`config.mk`:
```
export PLATFORM = sky130hd
export DESIGN_NAME = thermal_fan_drive_law_flat
export DESIGN_NICKNAME = d
export VERILOG_FILES = /design/src/hdl/tfd_pkg.sv /design/src/hdl/tfd_sample_if.sv /design/src/hdl/tfd_result_if.sv /design/src/hdl/tfd_cfg_if.sv /design/src/hdl/thermal_fan_drive_law.sv /design/src/flat_wrapper.sv
export SDC_FILE = /design/constraint.sdc
export NUM_CORES = 1
export LEC_CHECK = 0
export ABC_CLOCK_PERIOD_IN_PS = 21000
export BUFFER_PORTS_ARGS = -buffer_cell sky130_fd_sc_hd__buf_4
export CORE_UTILIZATION = 65
export CTS_CLUSTER_DIAMETER = 40
export DETAILED_ROUTE_END_ITERATION = 7
export GPL_TIMING_DRIVEN = 0
export PLACE_DENSITY = 0.85
export SYNTH_ARGS = -nofsm -noshare
export SYNTH_HDL_FRONTEND = slang
export SYNTH_SLANG_ARGS = --single-unit
```
`constraint.sdc`:
```
create_clock -name clk -period 21 [get_ports clk]
set_input_delay 2.1 -clock clk [delete_from_list [all_inputs] [get_ports clk]]
set_output_delay 2.1 -clock clk [all_outputs]
set_load 0.02 [all_outputs]
```
`src/hdl/tfd_pkg.sv`:
```
`timescale 1ns / 1ps
// ----------------------------------------------------------------------------
// Thermal fan drive law package
// Shared widths, constants, register indexes and the sequencer state type.
// ----------------------------------------------------------------------------
package tfd_pkg;

  localparam int CountW = 16;
  localparam int RatioW = 8;
  localparam int CfgIdxW = 2;
  localparam int CfgDataW = 16;
  localparam int AccW = 18;
  localparam int TgtW = 10;
  localparam int NumW = CountW + RatioW;

  localparam logic [CfgIdxW-1:0] RegHot = 2'd0;
  localparam logic [CfgIdxW-1:0] RegCold = 2'd1;
  localparam logic [CfgIdxW-1:0] RegMinRatio = 2'd2;

  localparam logic [CountW-1:0] HotReset = 16'd16;
  localparam logic [CountW-1:0] ColdReset = 16'd104;
  localparam logic [RatioW-1:0] MinRatioReset = 8'd64;

  localparam logic signed [AccW-1:0] AcceptedReset = -18'sd80;
  localparam logic signed [AccW-1:0] MinCountChange = 18'sd2;
  localparam logic signed [TgtW-1:0] SlewMax = 10'sd20;
  localparam logic [RatioW-1:0] DriveFull = 8'd255;

  typedef enum logic [2:0] {
    S_IDLE,
    S_EVAL,
    S_DIV,
    S_SLEW,
    S_APPLY
  } tfd_state_t;

endpackage

```
`src/hdl/tfd_sample_if.sv`:
```
`timescale 1ns / 1ps
// ----------------------------------------------------------------------------
// Sample channel
// Carries one thermistor count per beat.
// ----------------------------------------------------------------------------
interface tfd_sample_if;
  import tfd_pkg::*;

  logic              valid;
  logic              ready;
  logic [CountW-1:0] temp_count;

  modport source (output valid, output temp_count, input ready);
  modport sink (input valid, input temp_count, output ready);

endinterface

```
`src/hdl/tfd_result_if.sv`:
```
`timescale 1ns / 1ps
// ----------------------------------------------------------------------------
// Result channel
// Carries the drive ratio and its change flag, one beat per sample.
// ----------------------------------------------------------------------------
interface tfd_result_if;
  import tfd_pkg::*;

  logic              valid;
  logic              ready;
  logic [RatioW-1:0] drive_ratio;
  logic              drive_changed;

  modport source (output valid, output drive_ratio, output drive_changed, input ready);
  modport sink (input valid, input drive_ratio, input drive_changed, output ready);

endinterface

```
`src/hdl/tfd_cfg_if.sv`:
```
`timescale 1ns / 1ps
// ----------------------------------------------------------------------------
// Configuration write channel
// Carries a register index and write data, one register per beat.
// ----------------------------------------------------------------------------
interface tfd_cfg_if;
  import tfd_pkg::*;

  logic                valid;
  logic                ready;
  logic [CfgIdxW-1:0]  index;
  logic [CfgDataW-1:0] data;

  modport source (output valid, output index, output data, input ready);
  modport sink (input valid, input index, input data, output ready);

endinterface

```
`src/hdl/thermal_fan_drive_law.sv`:
```
`timescale 1ns / 1ps
// ----------------------------------------------------------------------------
// Thermal fan drive law
// Linear fan curve between two count thresholds with a slew limit, using a
// restoring divider stepped by a small sequencer.
//
//   channel   dir   beat contents
//   sample    in    temp_count
//   result    out   drive_ratio, drive_changed
//   cfg       in    index, data (0 hot, 1 cold, 2 min ratio)
//
// A ramp-region sample goes from accept to result through one evaluate
// state with the product, 24 divider steps of one quotient bit each, one
// slew state and one apply state. Other samples go from evaluate to apply,
// and the next accept comes in the idle state entered after the result load.
// Reset is synchronous and restores the register and state reset values.
// A waiting result does not block the next accept; only the apply step waits.
// ----------------------------------------------------------------------------
module thermal_fan_drive_law (
  input  logic         clk,
  input  logic         rst,
  tfd_sample_if.sink   sample,
  tfd_result_if.source result,
  tfd_cfg_if.sink      cfg
);
  import tfd_pkg::*;

  localparam int DivSteps = NumW;
  localparam int DivCntW = $clog2(DivSteps);

  tfd_state_t state, state_next;

  logic [CountW-1:0]      hot_thr;
  logic [CountW-1:0]      cold_thr;
  logic [RatioW-1:0]      min_ratio;

  logic signed [AccW-1:0] acc_count;
  logic [RatioW-1:0]      cmd_ratio;
  logic [RatioW-1:0]      wr_ratio;
  logic                   wr_valid;

  logic [CountW-1:0]      cnt;
  logic                   hold;
  logic                   upd_acc;
  logic signed [TgtW-1:0] tgt;
  logic [NumW-1:0]        quo;
  logic [CountW-1:0]      rem;
  logic [CountW-1:0]      den;
  logic [DivCntW-1:0]     div_cnt;

  logic                   res_valid;
  logic [RatioW-1:0]      res_ratio;
  logic                   res_changed;

  logic                   in_ready;
  logic                   out_load;

  logic signed [AccW-1:0] diff;
  logic                   small_step;
  logic                   is_cold;
  logic                   is_hot;
  logic [CountW:0]        trial;
  logic                   trial_ge;
  logic [RatioW-1:0]      slew_base;
  logic signed [TgtW-1:0] ramp_tgt;
  logic signed [TgtW-1:0] delta;
  logic [RatioW-1:0]      clamped;
  logic                   changed;

  assign diff       = signed'({2'b00, cnt}) - acc_count;
  assign small_step = (diff < MinCountChange) && (diff > -MinCountChange);
  assign is_cold    = cnt >= cold_thr;
  assign is_hot     = cnt < hot_thr;

  assign trial    = {rem, quo[NumW-1]};
  assign trial_ge = trial >= {1'b0, den};

  assign slew_base = (cmd_ratio == '0) ? min_ratio : cmd_ratio;
  assign ramp_tgt  = signed'({2'b00, DriveFull}) - signed'({2'b00, quo[RatioW-1:0]});
  assign delta     = ramp_tgt - signed'({2'b00, slew_base});

  always_comb begin
    if (tgt > signed'({2'b00, DriveFull})) begin
      clamped = DriveFull;
    end else if (tgt < 0) begin
      clamped = '0;
    end else if (tgt > 0 && tgt < signed'({2'b00, min_ratio})) begin
      clamped = min_ratio;
    end else begin
      clamped = tgt[RatioW-1:0];
    end
  end

  assign changed = !hold && (!wr_valid || wr_ratio != clamped);

  always_comb begin
    state_next = state;
    case (state)
      S_IDLE: begin
        if (sample.valid) begin
          state_next = S_EVAL;
        end
      end
      S_EVAL: begin
        if (small_step || is_cold || is_hot) begin
          state_next = S_APPLY;
        end else begin
          state_next = S_DIV;
        end
      end
      S_DIV: begin
        if (div_cnt == DivCntW'(DivSteps - 1)) begin
          state_next = S_SLEW;
        end
      end
      S_SLEW: state_next = S_APPLY;
      S_APPLY: begin
        if (!res_valid || result.ready) begin
          state_next = S_IDLE;
        end
      end
      default: state_next = S_IDLE;
    endcase
  end

  always_comb begin
    in_ready = 1'b0;
    out_load = 1'b0;
    case (state)
      S_IDLE:  in_ready = 1'b1;
      S_APPLY: out_load = !res_valid || result.ready;
      default: begin
        in_ready = 1'b0;
        out_load = 1'b0;
      end
    endcase
  end

  always_ff @(posedge clk) begin
    if (rst) begin
      state <= S_IDLE;
    end else begin
      state <= state_next;
    end
  end

  always_ff @(posedge clk) begin
    if (rst) begin
      hot_thr   <= HotReset;
      cold_thr  <= ColdReset;
      min_ratio <= MinRatioReset;
    end else if (cfg.valid) begin
      case (cfg.index)
        RegHot:      hot_thr <= cfg.data;
        RegCold:     cold_thr <= cfg.data;
        RegMinRatio: min_ratio <= cfg.data[RatioW-1:0];
        default:     ;
      endcase
    end
  end

  always_ff @(posedge clk) begin
    if (rst) begin
      acc_count <= AcceptedReset;
      cmd_ratio <= '0;
      wr_ratio  <= '0;
      wr_valid  <= 1'b0;
      res_valid <= 1'b0;
    end else begin
      if (out_load) begin
        res_valid   <= 1'b1;
        res_ratio   <= changed ? clamped : wr_ratio;
        res_changed <= changed;
        if (!hold) begin
          cmd_ratio <= tgt[RatioW-1:0];
          if (upd_acc) begin
            acc_count <= signed'({2'b00, cnt});
          end
          if (changed) begin
            wr_ratio <= clamped;
            wr_valid <= 1'b1;
          end
        end
      end else if (result.ready) begin
        res_valid <= 1'b0;
      end
    end
  end

  always_ff @(posedge clk) begin
    case (state)
      S_IDLE: begin
        cnt <= sample.temp_count;
      end
      S_EVAL: begin
        hold    <= small_step;
        upd_acc <= 1'b1;
        tgt     <= is_cold ? '0 : signed'({2'b00, DriveFull});
        quo     <= NumW'(DriveFull - min_ratio) * NumW'(cnt - hot_thr);
        den     <= cold_thr - hot_thr;
        rem     <= '0;
        div_cnt <= '0;
      end
      S_DIV: begin
        rem     <= trial_ge ? CountW'(trial - {1'b0, den}) : trial[CountW-1:0];
        quo     <= {quo[NumW-2:0], trial_ge};
        div_cnt <= div_cnt + 1'b1;
      end
      S_SLEW: begin
        if (delta > SlewMax) begin
          tgt     <= signed'({2'b00, slew_base}) + SlewMax;
          upd_acc <= 1'b0;
        end else if (delta < -SlewMax) begin
          tgt     <= signed'({2'b00, slew_base}) - SlewMax;
          upd_acc <= 1'b0;
        end else begin
          tgt <= ramp_tgt;
        end
      end
      default: ;
    endcase
  end

  assign sample.ready         = in_ready;
  assign cfg.ready            = 1'b1;
  assign result.valid         = res_valid;
  assign result.drive_ratio   = res_ratio;
  assign result.drive_changed = res_changed;

`ifndef NO_ASSERTIONS
  a_one_in_flight: assert property (@(posedge clk) disable iff (rst)
    (sample.valid && sample.ready) |=> !sample.ready)
    else $error("sample accepted while another is in progress");

  a_rem_below_den: assert property (@(posedge clk) disable iff (rst)
    (state == S_DIV) |-> (rem < den))
    else $error("divider remainder not below divisor");

  a_quotient_fits: assert property (@(posedge clk) disable iff (rst)
    (state == S_SLEW) |-> (quo[NumW-1:RatioW] == '0))
    else $error("ramp quotient exceeds drive range");

  a_result_tracks_write: assert property (@(posedge clk) disable iff (rst)
    result.valid |-> (result.drive_ratio == wr_ratio))
    else $error("reported drive differs from written drive");

  a_changed_implies_written: assert property (@(posedge clk) disable iff (rst)
    (result.valid && result.drive_changed) |-> wr_valid)
    else $error("change reported without a written drive");
`endif

endmodule
```
`src/flat_wrapper.sv`:
```
// flat-port wrapper written by rule: the top's interface ports become plain ports
module thermal_fan_drive_law_flat import tfd_pkg::*;
  (clk, rst, sample_valid, sample_temp_count, sample_ready, result_valid, result_drive_ratio, result_drive_changed, result_ready, cfg_valid, cfg_index, cfg_data, cfg_ready);
  tfd_sample_if sample_i ();
  tfd_result_if result_i ();
  tfd_cfg_if cfg_i ();
  input  logic clk;
  input  logic rst;
  input wire logic [$bits(sample_i.valid)-1:0] sample_valid;
  input wire logic [$bits(sample_i.temp_count)-1:0] sample_temp_count;
  output wire logic [$bits(sample_i.ready)-1:0] sample_ready;
  output wire logic [$bits(result_i.valid)-1:0] result_valid;
  output wire logic [$bits(result_i.drive_ratio)-1:0] result_drive_ratio;
  output wire logic [$bits(result_i.drive_changed)-1:0] result_drive_changed;
  input wire logic [$bits(result_i.ready)-1:0] result_ready;
  input wire logic [$bits(cfg_i.valid)-1:0] cfg_valid;
  input wire logic [$bits(cfg_i.index)-1:0] cfg_index;
  input wire logic [$bits(cfg_i.data)-1:0] cfg_data;
  output wire logic [$bits(cfg_i.ready)-1:0] cfg_ready;
  assign sample_i.valid = sample_valid;
  assign sample_i.temp_count = sample_temp_count;
  assign sample_ready = sample_i.ready;
  assign result_valid = result_i.valid;
  assign result_drive_ratio = result_i.drive_ratio;
  assign result_drive_changed = result_i.drive_changed;
  assign result_i.ready = result_ready;
  assign cfg_i.valid = cfg_valid;
  assign cfg_i.index = cfg_index;
  assign cfg_i.data = cfg_data;
  assign cfg_ready = cfg_i.ready;
  thermal_fan_drive_law u_core (.clk(clk), .rst(rst), .sample(sample_i), .result(result_i), .cfg(cfg_i));
endmodule
```
==> results by stage, run 1 <==
Min path:
- In this run the most critical hold path is launched from u_core.hot_thr[8].
- The hold-critical path depth is 2.
- The classification of the worst-slack hold path is reg2reg.
- The worst min-delay path endpoint is u_core.hot_thr[8].

Global routing:
- The first-pass GRT wire length is 68.2 mm.
- The largest net degree at the start of global routing is 27.
- Global routing used 32.6% of the available tracks.
- The number of global-route vias before repair is approximately 14,000.
- Global routing finished with a remaining overflow of 0.
- The number of antenna violations at the first check in global routing was 0.

Die:
- The count of standard-cell rows is just under 60.
- The placeable core region is approximately 25,000 sq um.
- The die is between 150 and 200 um tall.
- The floorplan step defined a die boundary enclosing about 26,000 sq um.
- For this configuration, the core starts out at a cell density of 66.3%.
- The horizontal extent of the die is 162 um.
- The number of I/O pins is 51.

Yosys:
- The leading area contributor after synthesis is edfxtp_1.
- The number of nets in the synthesized netlist is 2,260.
- The post-synthesis area per instance is 8.78 sq um.
- Yosys mapped a number of flops with a built-in enable equal to slightly below 100.
- Sequential elements use between 20 and 30% of the synthesized area.
- The share of the synthesized area in the top cell type is 17.6%.
- In the synthesized netlist the async set-or-reset flop fraction comes to 0%.
- For this run, the number of Yosys warnings is 0.
- By area the synthesized netlist is led by edfxtp_1 18%, ha_1 16%, fa_1 13%.
- Synthesis produced a netlist whose cell count is roughly 1,900.
- The netlist area before placement is 16,700 sq um.
- After synthesis the netlist holds a flip-flop and latch count of 176.
- For this run, the leading register cell type out of synthesis is edfxtp_1.
- The netlist uses 78 different library cells.

STA:
- The total count of hold-check failures in the final report is 0.
- Setup repair after global routing left no endpoint under its margin.
- Setup violations remaining at the end of the flow were counted as 0.
- On the final layout, the worst clock skew is 0.0159 ns.
- In the final timing run, aggregate negative setup slack is 0 ns.
- The final-report max-slew violation count is 0.
- The maximum clock rate is ~110 MHz.
- Dividing the final minimum period by the clock period gives 44.7%.
- The worst slew margin relative to its limit is 35.6%.
- At the pin with the least slew margin, the transition time is 0.963 ns.
- The worst path needs 9.38 ns of the cycle, external delays included.

Run status:
- The run finished with clean final reports.

Detailed routing:
- The first-pass iteration count of the detailed router is 6.
- Dividing the detail-routed wire length by the instance count gives 17.9 um.
- The per-cell via count in the routed design is 6.03.
- The overall via count from detail_route is 13,900.
- The remaining antenna violation count is 0.
- The first routing iteration left ~1,000 violations.
- The final wirelength is between 40 and 50 mm.
- In the routed design, unresolved DRC markers number 0.

Place:
- Detailed placement ended at an HPWL of 32.5 mm.
- After detailed placement, the total cell area comes to 17,500 sq um.
- The weighted congestion reported at the end of routability-driven placement is 0.925.
- The number of port buffers is 48.

Clock tree:
- The number of CTS-inserted buffers is 17.
- Buffers added to address setup during post-CTS repair amount to 0.
- The number of levels in the clock H-tree is 4.
- The number of hold-repair buffers added at the cts stage is 0.
- The clock reaches the later pin of the worst-skew pair after 0.45 ns.
- The maximum clock path buffer count is 2.
- TritonCTS built the clock tree.
- The tree built by TritonCTS fans out to roughly 180 sinks.
- Post-CTS repair changed the size of 0 cells.
- The library cell used as clock root buffer is clkbuf_16.
- The clock-pin slew on the worst setup and hold paths is about 0.08 ns.

Setup path:
- In this run the critical register-to-register path is captured at u_core.quo[23].
- The worst setup path is of the reg2reg kind.
- The worst setup path is launched from a register.
- STA classifies the critical path endpoint as a register.
- The slowest library cell on the worst path is o41ai_1.
- The worst endpoint required time is 21.16 ns.
- The critical-path maximum fanout is 8.
- In this run the critical register-to-register path is launched from u_core.cnt[0].
- The worst reg2reg path depth is 35.
- The signal arrival time at the worst endpoint is 9.54 ns.
- For flop-to-flop paths, the worst setup slack is 11.62 ns.
- For this run, the slowest stage of the critical path takes 0.63 ns.

Finish:
- The area growth from synthesis to layout is 8.44%.
- The diode insertion count for antenna repair is 0.
- The cell area after layout is 18,100 sq um.
- In the layout the commonest cells are 272 x inv_1, 215 x nor2_1, 212 x ha_1, 191 x nand2_1, 134 x a21oi_1.
- The most common library cell in the layout ignoring fill and taps is inv_1.
- The fraction of final layout cells sized beyond drive strength 1 is between 5 and 6%.
- The number of nets in the layout is between 2,000 and 2,500.

Run:
- Across the run, the number of max-cap violations was 0.
final cells by class:
type | count | area [sq um]
plain buffers | 55 | 220
clock buffers | 18 | 429
clock inverters | 14 | 156
fillers | 1813 | 7090
inverters | 274 | 1030
multi-input cells | 1395 | 11000
flip-flops and latches | 176 | 4500
well taps | 330 | 413
repair buffers | 50 | 392
registers in the layout, summed over array words and instances, names as in the netlist:
signal                       count
u_core.quo                      24
u_core.acc_count                17
u_core.cnt                      16
u_core.cold_thr                 16
u_core.den                      16
u_core.hot_thr                  16
u_core.rem                      16
u_core.tgt                      10
u_core.cmd_ratio                 8
u_core.min_ratio                 8
u_core.result.drive_ratio        8
u_core.wr_ratio                  8
u_core.div_cnt                   5
u_core.state                     3
u_core.hold                      1
u_core.result.drive_changed      1
u_core.result.valid              1
u_core.upd_acc                   1
u_core.wr_valid                  1
critical path, delay by kind of cell (launching register included):
family                     cells  cell delay, ns
AOI/OAI and AO/OA             13            3.23
xor gates and xnor gates       3            0.70
adders and majority gates     10            3.78
DFF                            1            0.39
buffers and inverters          5            0.41
and+or+nand+nor                4            0.56
Yosys cell counts (6+ instances only):
cell type  instances
xnor2_1           55
nand4_1            9
nand3_1           24
nand2b_1          35
mux2_2             6
or2_2              9
o22ai_1            7
a21o_1            27
nor2b_1           18
o31ai_1            8
nor3_1            24
fa_1             109
clkbuf_1          46
and2_1            11
o211ai_1          11
inv_1            272
edfxtp_1          98
nor2_1           216
or4_1              9
and3_1            10
mux2i_1           28
o21a_1            17
a21boi_0           9
nand3b_1          14
dfxtp_1           78
ha_1             212
nand2_1          191
a211oi_1          21
o21ai_0           69
a211o_1            9
a21oi_1          134
xor2_1            25
worst max-delay path by stage:
| stage | startpoint | end | slack, ns | cells after the start |
|---|---|---|---|---|
| after detailed placement | u_core.cnt[0] | u_core.quo[23] | 11.85 | 35 |
| after CTS | u_core.cnt[0] | u_core.quo[23] | 11.73 | 35 |
| after global routing | u_core.cnt[0] | u_core.quo[23] | 11.15 | 35 |
| after global placement | u_core.cnt[2] | u_core.quo[23] | 12.12 | 33 |
| after floorplan | u_core.cnt[2] | u_core.quo[23] | 12.99 | 33 |
| final | u_core.cnt[0] | u_core.quo[23] | 11.62 | 35 |
stage by stage:
stage | util [%] | hold WS (ns) | setup slack, ns | std cells
6_report | 71.9 | 0.458 | 11.62 | 2312
3_3_place_gp | 69.3 | 0.443 | 12.12 | 2278
2_1_floorplan | - | 0.436 | 12.99 | 1900
5_1_grt | 71.9 | 0.484 | 11.15 | 2312
4_1_cts | 71.8 | 0.458 | 11.73 | 2312
3_5_place_dp | 69.5 | 0.447 | 11.85 | 2280
routing by layer:
layer / up-vias / share of wire [%] / GRT usage (%) / routed length [um]
li1: 6552 / - / - / -
met5: - / 0 / 0 / 0
met4: 0 / 4.2 / 15.0 / 1730
met3: 132 / 7.4 / 6.00 / 3050
met1: 6670 / 42 / 40.9 / 17100
met2: 583 / 47 / 54.6 / 19400
kinds of logic after synthesis:
family | Yosys count | share of synthesized area, %
simple gates | 590 | 16.0
compound gates | 369 | 14.2
buf+inv | 329 | 7.48
fa+ha+maj | 321 | 29.0
flops | 176 | 27.0
xor+xnor | 80 | 4.20
mux | 34 | 2.08
other cells | 1 | 0.0225
Power of run 1 is left out: the tool's default activity adds up to more than one toggle a clock period on the data nets, which glitch-free logic cannot reach.
==> run 2, diff against run 1 <==
ABC_CLOCK_PERIOD_IN_PS = 9800   (was 21000)
clock period = 9.8 ns   (was 21 ns; I/O delays follow)
==> run 2 against run 1 <==
Register-to-register slack lost 11 ns. Die area unchanged. Via count rose by 0.11%. Clock skew barely moved. Routed wire length is 0.12% higher. Global-route usage is the same. Critical endpoint unchanged. Highest routed layer unchanged.
==> results by stage, run 2 (synthesis results as in run 1) <==
Run status:
- The run finished with clean final reports.

Finish:
- The library cells used most frequently in the layout, excluding fill and tap cells, are 272 x inv_1, 215 x nor2_1, 212 x ha_1, 191 x nand2_1, 134 x a21oi_1.
- The area used by multi-input combinational logic is about 11,000 sq um.
- The register with the most flip-flops in the layout has 24 of them.
- Cells fill between 70% and 80% of the core in the end.
- The largest register by flop count is u_core.quo.
- The sequential cells in the finished layout cover a total of 4500 sq um.
- The diode insertion count for antenna repair is 0.
- The largest registers in the layout are u_core.quo (24), u_core.acc_count (17).
- Leaving out fill and tap cells, the most frequent cell in the layout is inv_1.
- Counting the fill cells in the layout gives roughly 1,800.
- The fraction of final layout cells sized beyond drive strength 1 is 5.95%.
- Compared with the post-synthesis result, the final layout area differs by 8.49%.
- For this run, the post-layout net count is ~2,300.

STA:
- The count of endpoints failing setup in the final report is 0.
- In the final timing run, aggregate negative setup slack is 0 ns.
- The total count of hold-check failures in the final report came to 0.
- For the pin with the worst max-slew slack, the measured transition is 0.957 ns.
- The final critical-path required period is 9.19 ns.
- The final clock skew is between 0.015 and 0.02 ns.
- The final setup slack of the worst path is approximately 0.6 ns.
- The worst path uses a little over nine tenths of the clock period.
- The worst slew margin relative to its limit is a little over a third.
- The final-report max-slew violation count came to 0.
- For this run, the top clock speed supported by timing is approximately 110 MHz.
- The tightest hold path in the finished design has a slack of 0.460 ns.
- Setup repair after global routing left no endpoint under its margin.

Place:
- During placement, the flow inserted port buffers numbering 48.
- Summed over all nets, the half-perimeter wirelength after detailed placement is 32.5 mm.
- Before CTS, the worst setup slack after placement is 0.653 ns.
- The congestion estimate from routability-driven global placement came to 0.925.

Clock tree:
- Gates resized during post-CTS repair numbered 0.
- The number of CTS-inserted buffers is 17.
- TritonCTS built the clock tree.
- The post-CTS setup repair buffer count is 0.
- In this run the number of H-tree levels came out at 4.
- No sink is reached through more buffers than the 2 on the longest clock path.
- The number of hold-repair buffers added at the cts stage is 0.
- Clock tree synthesis selected as its root buffer the cell clkbuf_16.
- The clock-pin slew on the worst setup and hold paths is approximately 0.080 ns.
- CTS saw 176 sinks.
- For the worst-skew pair, the clock arrives at the later sink with an insertion delay of about 0.45 ns.

Detailed routing:
- For this block, the via count after detailed routing is approximately 14,000.
- After detailed routing, the number of remaining DRC violations is 0.
- The first-pass iteration count of the detailed router is 7.
- The final wirelength is 41.3 mm.
- For this block, the initial DRC count from the detailed router was about 950.
- The mean routed wirelength per cell is 17.9 um.
- In the routed layout, each cell is associated on average with a via count of ~6.0.
- In this run the remaining antenna-violating nets after routing total 0.

Setup path:
- The largest individual stage delay along the critical path comes from the cell fa_1.
- The critical-path maximum fanout is 8.
- The setup check on the worst reg-to-reg path leaves a slack of between 0.6 and 0.7 ns.
- The longest individual stage delay on the worst path is approximately 0.57 ns.
- The beginning of the worst register-to-register path is u_core.cnt[0].
- The signal arrival time at the worst endpoint is 9.35 ns.
- The terminus of the critical flop-to-flop path is u_core.quo[23].
- The category of the most critical setup path is reg2reg.
- The worst setup path is captured at a register.
- The worst reg2reg path depth is 35.
- The worst endpoint required time is 9.96 ns.
- The critical path launch point type is a register.

Global routing:
- The number of global-route vias before repair came to about 14,000.
- Entering global routing, the biggest net connects 27 pins.
- Global routing consumed, over all layers together, 32.6% of the routing resources.
- The first-pass GRT wire length is 68.2 mm.
- The total congestion overflow is 0.
- The number of antenna violations at the first check in global routing is 0.

Die:
- The initial utilization of the core area, before any placement, comes to 66.3%.
- The floorplan step defined a die boundary enclosing between 20,000 and 30,000 sq um.
- From bottom edge to top edge, the die measures between 150 and 200 um.
- For this design the top-level I/O count stands at 51.
- The initialized floorplan defines 58 standard-cell rows.
- The core region is 25,200 sq um.
- The horizontal extent of the die is ~160 um.

Min path:
- The classification of the worst-slack hold path is reg2reg.
- In this run the most critical hold path is launched from u_core.hot_thr[8].
- The hold-critical path depth is 2.
- For hold timing, the worst endpoint is u_core.hot_thr[8].

Run:
- The tool flagged a number of max-cap violations equal to 0.
-- run 2: worst max-delay path: cells and delay by family, from the launching register on --
family	cells	cell delay (ns)
adder cells (fa/ha/maj)	10	3.79
AO/OA/AOI/OAI	13	3.05
XOR/XNOR	3	0.71
AND/OR/NAND/NOR	4	0.54
flip-flops	1	0.40
buffers and inverters	5	0.40
-- run 2: cell type report --
type	count	share of cell area [%]
Buffer	55	1.22
Clock buffer	18	2.37
Inverter	274	5.68
Tap cell	330	2.28
Timing Repair Buffer	50	2.16
Multi-Input combinational cell	1395	60.5
Clock inverter	14	0.864
Sequential cell	176	24.9
-- run 2: worst max path at each step --
stage | slack (ns) | start | to
floorplan | 1.79 | u_core.cnt[2] | u_core.quo[23]
global placement | 0.92 | u_core.cnt[2] | u_core.quo[23]
detailed placement | 0.65 | u_core.cnt[0] | u_core.quo[23]
CTS | 0.53 | u_core.cnt[0] | u_core.quo[23]
global route | 0.15 | u_core.cnt[0] | u_core.quo[23]
finish | 0.61 | u_core.cnt[0] | u_core.quo[23]
-- run 2: layer usage --
layer	vias to the layer above	GRT usage, %	wire (um)
met5	-	0	0
met4	0	15.0	1750
met3	135	6.00	3200
met2	594	54.6	19400
met1	6670	40.9	17000
li1	6554	-	-
-- run 2: metrics by stage --
| stage | cell area, sq um | instances |
|---|---|---|
| after floorplan | 16700 | 1900 |
| after global placement | 17500 | 2278 |
| after detailed placement | 17500 | 2280 |
| after CTS | 18100 | 2312 |
| after global routing | 18100 | 2312 |
| final | 18100 | 2312 |
Power of run 2 is left out for the same reason.
